File: config.mk
export PLATFORM = sky130hd
export DESIGN_NAME = fifo_with_prefix_reverse_top
export DESIGN_NICKNAME = d
export VERILOG_FILES = /design/src/hw/rtl/fwpr_pkg.sv /design/src/hw/rtl/fwpr_datapath.sv /design/src/hw/rtl/fwpr_controller.sv /design/src/hw/rtl/fifo_with_prefix_reverse_top.sv
export SDC_FILE = /design/constraint.sdc
export NUM_CORES = 2
export LEC_CHECK = 0
export BUFFER_PORTS_ARGS = -buffer_cell sky130_fd_sc_hd__buf_2
export CORE_MARGIN = 1
export CORE_UTILIZATION = 40
export CTS_CLUSTER_DIAMETER = 40
export DETAILED_ROUTE_END_ITERATION = 12
export PLACE_DENSITY = 0.63
export SYNTH_ARGS = -nofsm -noshare
export SYNTH_HDL_FRONTEND = slang
export SYNTH_SLANG_ARGS = --single-unit
File: constraint.sdc
create_clock -name clock -period 9.2 [get_ports clock]
set_input_delay 0.46 -clock clock [delete_from_list [all_inputs] [get_ports clock]]
set_output_delay 0.46 -clock clock [all_outputs]
set_load 0.05 [all_outputs]
File: src/hw/rtl/fwpr_pkg.sv
// Shared types, constants and codes for the prefix-reverse FIFO.
package fwpr_pkg;

   // Storage geometry; DEPTH must be a power of two (slot math wraps by truncation).
   localparam int DEPTH      = 128;
   localparam int DATA_WIDTH = 32;
   localparam int ADDR_W     = $clog2(DEPTH);
   localparam int CNT_W      = 8;   // fixed by the count and k fields

   typedef enum logic [1:0] {
      REQ_ENQ = 2'd0,
      REQ_DEQ = 2'd1,
      REQ_REV = 2'd2
   } req_code_type;

   typedef enum logic [1:0] {
      ST_OK    = 2'd0,
      ST_FULL  = 2'd1,
      ST_EMPTY = 2'd2,
      ST_BIGK  = 2'd3
   } status_code_type;

   typedef enum logic [1:0] {
      WR_TAIL = 2'd0,
      WR_LO   = 2'd1,
      WR_HI   = 2'd2
   } wr_sel_type;

   typedef enum logic [1:0] {
      RD_HEAD = 2'd0,
      RD_LO   = 2'd1,
      RD_HI   = 2'd2
   } rd_sel_type;

   typedef enum logic [2:0] {
      S_IDLE,
      S_EXEC,
      S_REV_RA,
      S_REV_RB,
      S_REV_WA,
      S_REV_WB,
      S_RESP
   } state_type;

   typedef struct packed {
      logic [1:0]        req_type;
      logic signed [31:0] value;
      logic [7:0]        k;
   } req_item_type;

   typedef struct packed {
      logic signed [31:0] data;
      logic [1:0]         status;
      logic [7:0]         count;
   } rsp_item_type;

   // Controller to datapath.
   typedef struct packed {
      logic       load_req;
      logic       mem_write;
      wr_sel_type wr_sel;
      logic       mem_read;
      rd_sel_type rd_sel;
      logic       push;
      logic       pop;
      logic       rev_init;
      logic       save_tmp;
      logic       rev_step;
      logic       rsp_load;
   } cmd_type;

   // Datapath to controller.
   typedef struct packed {
      logic [1:0] op;
      logic       ok;
      logic       swaps_done;
   } stat_type;

endpackage

File: src/hw/rtl/fwpr_datapath.sv
// Datapath: entry memory, head/count, reverse pointers and result register.
module fwpr_datapath
   import fwpr_pkg::*;
(
   input  logic         clock,
   input  logic         reset,
   input  cmd_type      cmd,
   input  req_item_type req_payload,
   output stat_type     stat,
   output rsp_item_type rsp_payload
);

   logic signed [DATA_WIDTH-1:0] store_mem [DEPTH];
   logic signed [DATA_WIDTH-1:0] rd_data_ff;
   logic signed [DATA_WIDTH-1:0] tmp_ff, tmp_in;

   logic [ADDR_W-1:0] head_ff, head_in;
   logic [CNT_W-1:0]  count_ff, count_in;
   logic [CNT_W-1:0]  lo_ff, lo_in;
   logic [CNT_W-1:0]  hi_ff, hi_in;
   logic [CNT_W-1:0]  swaps_ff, swaps_in;

   req_item_type    req_ff, req_in;
   status_code_type code_ff, code_in;
   rsp_item_type    rsp_ff, rsp_in;

   logic [ADDR_W-1:0]            waddr, raddr;
   logic signed [DATA_WIDTH-1:0] wdata;
   logic [ADDR_W-1:0]            slot_lo, slot_hi, slot_tail;

   assign slot_lo   = head_ff + ADDR_W'(lo_ff);
   assign slot_hi   = head_ff + ADDR_W'(hi_ff);
   assign slot_tail = head_ff + ADDR_W'(count_ff);

   // Request decode against the count at accept time.
   always_comb begin
      code_in = code_ff;
      req_in  = req_ff;
      if (cmd.load_req) begin
         req_in  = req_payload;
         code_in = ST_OK;
         unique case (req_code_type'(req_payload.req_type))
            REQ_ENQ: if (count_ff == CNT_W'(DEPTH)) code_in = ST_FULL;
            REQ_DEQ: if (count_ff == '0)            code_in = ST_EMPTY;
            REQ_REV: if (req_payload.k > count_ff)  code_in = ST_BIGK;
            default: code_in = ST_OK;
         endcase
      end
   end

   assign stat.op         = req_ff.req_type;
   assign stat.ok         = (code_ff == ST_OK);
   assign stat.swaps_done = (swaps_ff == '0);

   always_comb begin
      head_in  = head_ff;
      count_in = count_ff;
      if (cmd.push) count_in = count_ff + CNT_W'(1);
      if (cmd.pop) begin
         count_in = count_ff - CNT_W'(1);
         head_in  = head_ff + ADDR_W'(1);
      end
   end

   // Swap pointers: lo walks up from the oldest entry, hi down from entry k-1.
   always_comb begin
      lo_in    = lo_ff;
      hi_in    = hi_ff;
      swaps_in = swaps_ff;
      tmp_in   = tmp_ff;
      if (cmd.rev_init) begin
         lo_in    = '0;
         hi_in    = req_ff.k - CNT_W'(1);
         swaps_in = req_ff.k >> 1;
      end else if (cmd.rev_step) begin
         lo_in    = lo_ff + CNT_W'(1);
         hi_in    = hi_ff - CNT_W'(1);
         swaps_in = swaps_ff - CNT_W'(1);
      end
      if (cmd.save_tmp) tmp_in = rd_data_ff;
   end

   always_comb begin
      unique case (cmd.wr_sel)
         WR_LO: begin
            waddr = slot_lo;
            wdata = rd_data_ff;
         end
         WR_HI: begin
            waddr = slot_hi;
            wdata = tmp_ff;
         end
         default: begin
            waddr = slot_tail;
            wdata = DATA_WIDTH'(req_ff.value);
         end
      endcase
      unique case (cmd.rd_sel)
         RD_LO:   raddr = slot_lo;
         RD_HI:   raddr = slot_hi;
         default: raddr = head_ff;
      endcase
   end

   always_ff @(posedge clock) begin
      if (cmd.mem_write) store_mem[waddr] <= wdata;
      if (cmd.mem_read)  rd_data_ff <= store_mem[raddr];
   end

   // Result: count is already post-update when this loads.
   always_comb begin
      rsp_in = rsp_ff;
      if (cmd.rsp_load) begin
         rsp_in.status = code_ff;
         rsp_in.count  = count_ff;
         rsp_in.data   = '0;
         if (req_code_type'(req_ff.req_type) == REQ_DEQ) begin
            if (code_ff == ST_OK) rsp_in.data = 32'(rd_data_ff);
            else                  rsp_in.data = -32'sd1;
         end
      end
   end

   always_ff @(posedge clock) begin
      if (reset) begin
         head_ff  <= '0;
         count_ff <= '0;
      end else begin
         head_ff  <= head_in;
         count_ff <= count_in;
      end
      req_ff   <= req_in;
      code_ff  <= code_in;
      lo_ff    <= lo_in;
      hi_ff    <= hi_in;
      swaps_ff <= swaps_in;
      tmp_ff   <= tmp_in;
      rsp_ff   <= rsp_in;
   end

   assign rsp_payload = rsp_ff;

endmodule

File: src/hw/rtl/fwpr_controller.sv
// Controller: request sequencing, swap loop and result handshake.
module fwpr_controller
   import fwpr_pkg::*;
(
   input  logic     clock,
   input  logic     reset,
   input  logic     req_valid,
   output logic     req_ready,
   output logic     rsp_valid,
   input  logic     rsp_ready,
   input  stat_type stat,
   output cmd_type  cmd
);

   state_type state_ff, state_in;
   logic      rsp_valid_ff, rsp_valid_in;
   logic      slot_free;

   assign slot_free = !rsp_valid_ff || rsp_ready;

   always_comb begin
      state_in = state_ff;
      unique case (state_ff)
         S_IDLE:   if (req_valid) state_in = S_EXEC;
         S_EXEC: begin
            if (req_code_type'(stat.op) == REQ_REV && stat.ok) state_in = S_REV_RA;
            else                                                 state_in = S_RESP;
         end
         S_REV_RA: state_in = stat.swaps_done ? S_RESP : S_REV_RB;
         S_REV_RB: state_in = S_REV_WA;
         S_REV_WA: state_in = S_REV_WB;
         S_REV_WB: state_in = S_REV_RA;
         S_RESP:   if (slot_free) state_in = S_IDLE;
         default:  state_in = S_IDLE;
      endcase
   end

   always_comb begin
      cmd       = '0;
      cmd.wr_sel = WR_TAIL;
      cmd.rd_sel = RD_HEAD;
      req_ready = 1'b0;
      unique case (state_ff)
         S_IDLE: begin
            req_ready    = 1'b1;
            cmd.load_req = req_valid;
         end
         S_EXEC: begin
            unique case (req_code_type'(stat.op))
               REQ_ENQ: begin
                  cmd.mem_write = stat.ok;
                  cmd.push      = stat.ok;
               end
               REQ_DEQ: begin
                  cmd.mem_read = stat.ok;
                  cmd.pop      = stat.ok;
               end
               REQ_REV: cmd.rev_init = stat.ok;
               default: cmd.rev_init = 1'b0;
            endcase
         end
         S_REV_RA: begin
            cmd.mem_read = !stat.swaps_done;
            cmd.rd_sel   = RD_LO;
         end
         S_REV_RB: begin
            cmd.mem_read = 1'b1;
            cmd.rd_sel   = RD_HI;
            cmd.save_tmp = 1'b1;
         end
         S_REV_WA: begin
            cmd.mem_write = 1'b1;
            cmd.wr_sel    = WR_LO;
         end
         S_REV_WB: begin
            cmd.mem_write = 1'b1;
            cmd.wr_sel    = WR_HI;
            cmd.rev_step  = 1'b1;
         end
         S_RESP:   cmd.rsp_load = slot_free;
         default:  req_ready = 1'b0;
      endcase
   end

   always_comb begin
      rsp_valid_in = rsp_valid_ff;
      if (cmd.rsp_load)   rsp_valid_in = 1'b1;
      else if (rsp_ready) rsp_valid_in = 1'b0;
   end

   always_ff @(posedge clock) begin
      if (reset) begin
         state_ff     <= S_IDLE;
         rsp_valid_ff <= 1'b0;
      end else begin
         state_ff     <= state_in;
         rsp_valid_ff <= rsp_valid_in;
      end
   end

   assign rsp_valid = rsp_valid_ff;

endmodule

File: src/hw/rtl/fifo_with_prefix_reverse_top.sv
// Top level of the prefix-reverse FIFO: controller plus datapath.
// A circular FIFO of DEPTH signed words (DEPTH a power of two) behind one
// request channel and one result channel, both valid/ready. Each request
// gives exactly one result: enqueue (refused with status FULL when full),
// dequeue (returns the oldest word; on empty, status EMPTY and data -1), or
// reverse of the oldest k entries in place (k above the count gives status
// BIGK and no change; k of 0 or 1 is a no-op). Request code 3 is ignored
// and answered with status OK. Every result carries the count after the
// request. Enqueue, dequeue, refused and ignored requests pass through an
// execute state and a result state; a reverse adds REV_RA, REV_RB, REV_WA
// and REV_WB for each of its floor(k/2) swaps, as the entry memory has one
// write and one registered read port, so each swap costs two reads and two
// writes issued in sequence. The result sits in an output register, so the
// next request is taken while a finished result still waits; only loading a
// new result waits for that register to drain. No clearing pass is needed
// after reset: only slots holding live entries are ever read.
module fifo_with_prefix_reverse_top
   import fwpr_pkg::*;
(
   input  logic         clock,
   input  logic         reset,
   input  logic         req_valid,
   output logic         req_ready,
   input  req_item_type req_payload,
   output logic         rsp_valid,
   input  logic         rsp_ready,
   output rsp_item_type rsp_payload
);

   cmd_type  cmd;
   stat_type stat;

   fwpr_controller u_ctrl (
      .clock     (clock),
      .reset     (reset),
      .req_valid (req_valid),
      .req_ready (req_ready),
      .rsp_valid (rsp_valid),
      .rsp_ready (rsp_ready),
      .stat      (stat),
      .cmd       (cmd)
   );

   fwpr_datapath u_dp (
      .clock       (clock),
      .reset       (reset),
      .cmd         (cmd),
      .req_payload (req_payload),
      .stat        (stat),
      .rsp_payload (rsp_payload)
   );

endmodule

==> results.py <==
metrics = {
    "power_and_ir_drop": {
        "peakVddDrop_mv": 0.282,
        "p_per_area_nw_per_um2": 295,
        "p_leak_nw": 60.2,
    },
    "critical_path": {
        "worstPathMaxFanout": 48,
        "worstPathRequired_ns": 9.89,
        "worstSetupPathType": "flop to flop",
        "cp-start-kind": "flop",
        "end_kind": "flop",
        "r2r_slack_ns": 2.64,
        "cp_data_arrival_time_ns": 7.25,
    },
    "detailed_routing": {
        "first_pass_iters": 6,
        "postRouteAntennaNets": 0,
        "vias": 93000,
        "vias_per_cell": 6.10,
        "drt-total-wl_um": 491000,
        "drc_errors": 0,
        "wl_per_cell_um": 32.2,
        "initialDrtViolationCount": 13100,
    },
    "die": {
        "row_count": 236,
        "dieArea_um2": 420000,
        "die_w_um": 648,
        "core_area_um2": 414000,
        "start_util_pct": 40.3,
        "die_y_um": 648,
        "ios": 90,
    },
    "synth": {
        "synth-seq-cells": 4287,
        "synthDistinctLibCells": 81,
        "yosys_warnings": 0,
        "syn_area_um2": 167000,
        "ys_seq_area_share_pct": 77.0,
        "synthFlopType": "edfxtp_1",
        "synthArstFlopShare_pct": 0,
        "synth_area_per_cell_um2": 18.7,
        "syn_nets": 9023,
        "synth-edff-count": 4260,
        "synthCells": 8931,
    },
    "clocking": {
        "ctsRootBufferMaster": "clkbuf_16",
        "post_cts_buffers": 0,
        "cts_tree": "yes",
        "clkSinkCount": 4287,
        "clockBufferDepth": 4,
        "ctsHtreeMaxLevel": 6,
        "numCtsBuffers": 523,
        "post_cts_resized": 0,
        "clkSlewWorstSetupHoldPaths_ns": 0.06,
        "clock_latency_ns": 1.04,
        "hold_buffers": 44,
    },
    "layout": {
        "final.fill_count": 33800,
        "num-nets-final": 9444,
        "drive_above_1_share_pct": 22.0,
        "final_cell_mix": "edfxtp_1 (4260), nand2_1 (822), mux4_2 (637)",
        "mostFrequentLayoutCell": "edfxtp_1",
        "area_growth_pct": 16.1,
    },
    "grt": {
        "grt_pass1_vias": 91700,
        "grt_max_degree": 132,
        "track_usage_pct": 22.9,
        "grt_pass1_wl_um": 687000,
        "grt-ovfl-total": 0,
        "antenna_found_initial": 24,
    },
    "sta": {
        "slew_violations": 2,
        "clock.fmax_ghz": 0.153,
        "hold_ws_ns": 0.143,
        "tightest_slew_ns": 1.51,
        "skew_ns": 0.0507,
        "hold_viol": 0,
        "setup_viol": 0,
        "fin_tns_setup_ns": 0,
        "finalCriticalPeriod_ns": 6.56,
        "slew_headroom_pct": -1.29,
        "min_period_over_period_pct": 71.3,
        "rsz0062_at_grt": "false",
    },
    "place": {
        "routabilityCongestion": 0.883,
        "place_hpwl_um": 268000,
        "placement.io_buffers": 89,
    },
    "status": {
        "violations": "max-capacitance violations, max-slew violations",
        "status": "finished, violations left",
    },
    "worst_hold_path": {
        "hp-class": "input port to flop",
    },
    "flow_run": {
        "maxCapViolations": 1,
    },
}
-- metal layers --
| metal | global-route usage [%] | routed length (um) | vias up | part of all wire (%) |
|---|---|---|---|---|
| li1 | - | - | 37600 | - |
| met1 | 31.4 | 189000 | 48700 | 39 |
| met2 | 35.0 | 222000 | 5735 | 45 |
| met3 | 5.37 | 56500 | 957 | 12 |
| met4 | 9.83 | 23200 | 8 | 4.7 |
| met5 | 0 | 84 | - | 0.017 |
-- cell families after synthesis --
| group | Yosys count | synth area share [%] |
|---|---|---|
| mux | 899 | 10.2 |
| simple gates | 1501 | 4.01 |
| flops | 4287 | 77.0 |
| fa+ha+maj | 46 | 0.363 |
| buf+inv | 621 | 1.71 |
| compound gates | 1534 | 6.46 |
| xor+xnor | 43 | 0.230 |
-- Yosys cell counts, types with 5 or more instances --
cell,number,area share [%]
nand2_1,832,1.9
nor4_1,71,0.27
dfxtp_1,27,0.32
a21oi_1,273,0.82
edfxtp_1,4260,77
mux2i_1,228,1.4
a22oi_1,286,1.3
a21o_1,9,0.040
a32oi_1,91,0.48
buf_4,35,0.16
o21ai_0,185,0.55
a31oi_1,93,0.35
xnor2_1,26,0.14
nand3_1,82,0.25
a221o_1,8,0.048
buf_2,194,0.58
o22ai_1,6,0.023
and3_1,80,0.30
o21a_1,34,0.15
a22o_1,31,0.16
o21bai_1,5,0.023
xor2_1,16,0.084
and2_1,6,0.023
nor3b_1,5,0.023
a221oi_1,129,0.68
a311oi_1,92,0.48
a21boi_0,34,0.15
o211ai_1,126,0.57
nor2b_1,46,0.17
mux4_2,637,8.6
buf_1,39,0.088
nor3_1,44,0.13
buf_6,19,0.13
a211oi_1,105,0.47
mux2_2,30,0.20
nand4b_1,34,0.18
nand4_1,14,0.052
nor2_1,241,0.54
clkbuf_1,301,0.68
ha_1,42,0.31
inv_1,32,0.072
nand2b_1,17,0.064
-- worst max-delay path, cell delays in order (launching register included) --
cell,delay (ns)
dfxtp_1,0.61
nand3_1,0.24
ha_1,0.98
nor2b_1,0.22
a221o_4,0.56
buf_4,0.41
nor2_2,1.19
buf_4,0.46
a32oi_1,0.20
a311oi_1,1.06
nand4b_1,0.19
-- metrics by stage --
stage	std cells	utilization [%]	worst slack [ns]	power (mW)	area [um2]
final	15200	46.7	2.64	57.1	194000
after global routing	15200	46.7	2.30	58.6	194000
after CTS	15200	46.7	2.65	57.1	194000
after detailed placement	14300	42.5	2.66	37.1	176000
after global placement	14300	42.5	2.71	36.8	176000
after floorplan	8931	-	0.810	32.8	167000
-- where the power goes --
group | switching (mW) | internal (mW) | leakage, nW | total [mW]
clock | 8.19 | 11.9 | 8.20 | 20.1
combinational | 9.19 | 3.69 | 13.4 | 12.9
sequential | 0.128 | 23.9 | 38.6 | 24.1
-- worst paths after layout --
check,from,endpoint,depth (start not counted)
setup / recovery,u_ctrl.state_ff[1],u_dp.rd_data_ff[17],10
hold reg to reg,u_dp.code_ff[1],u_dp.rsp_payload[9],0
setup reg to reg,u_ctrl.state_ff[1],u_dp.rd_data_ff[17],10
hold / removal,req_valid,u_dp.stat[2],2
-- cell type report --
| class | count | area, um2 | area share (%) |
|---|---|---|---|
| diodes | 8 | 20.0 | 0.0103 |
| clock buffers | 608 | 13700 | 7.10 |
| clock inverters | 321 | 3290 | 1.70 |
| inverters | 33 | 124 | 0.0640 |
| multi-input cells | 4023 | 37300 | 19.3 |
| flip-flops and latches | 4287 | 128000 | 66.3 |
| well taps | 5474 | 6850 | 3.54 |
| repair buffers | 484 | 3810 | 1.97 |
-- state kept, by name, summed over array words and instances, names as in the netlist --
register / cells
u_dp.hi_ff: 7
u_dp.store_mem: 4096
u_dp.stat: 2
u_dp.swaps_ff: 8
u_dp.code_ff: 2
u_dp.rd_data_ff: 32
u_dp.count_ff: 8
u_ctrl.state_ff: 3
u_dp.lo_ff: 7
u_dp.rsp_payload: 42
u_dp.req_ff: 40
u_ctrl.rsp_valid: 1
u_dp.head_ff: 7
u_dp.tmp_ff: 32
(Power assumes the default switching activity.)
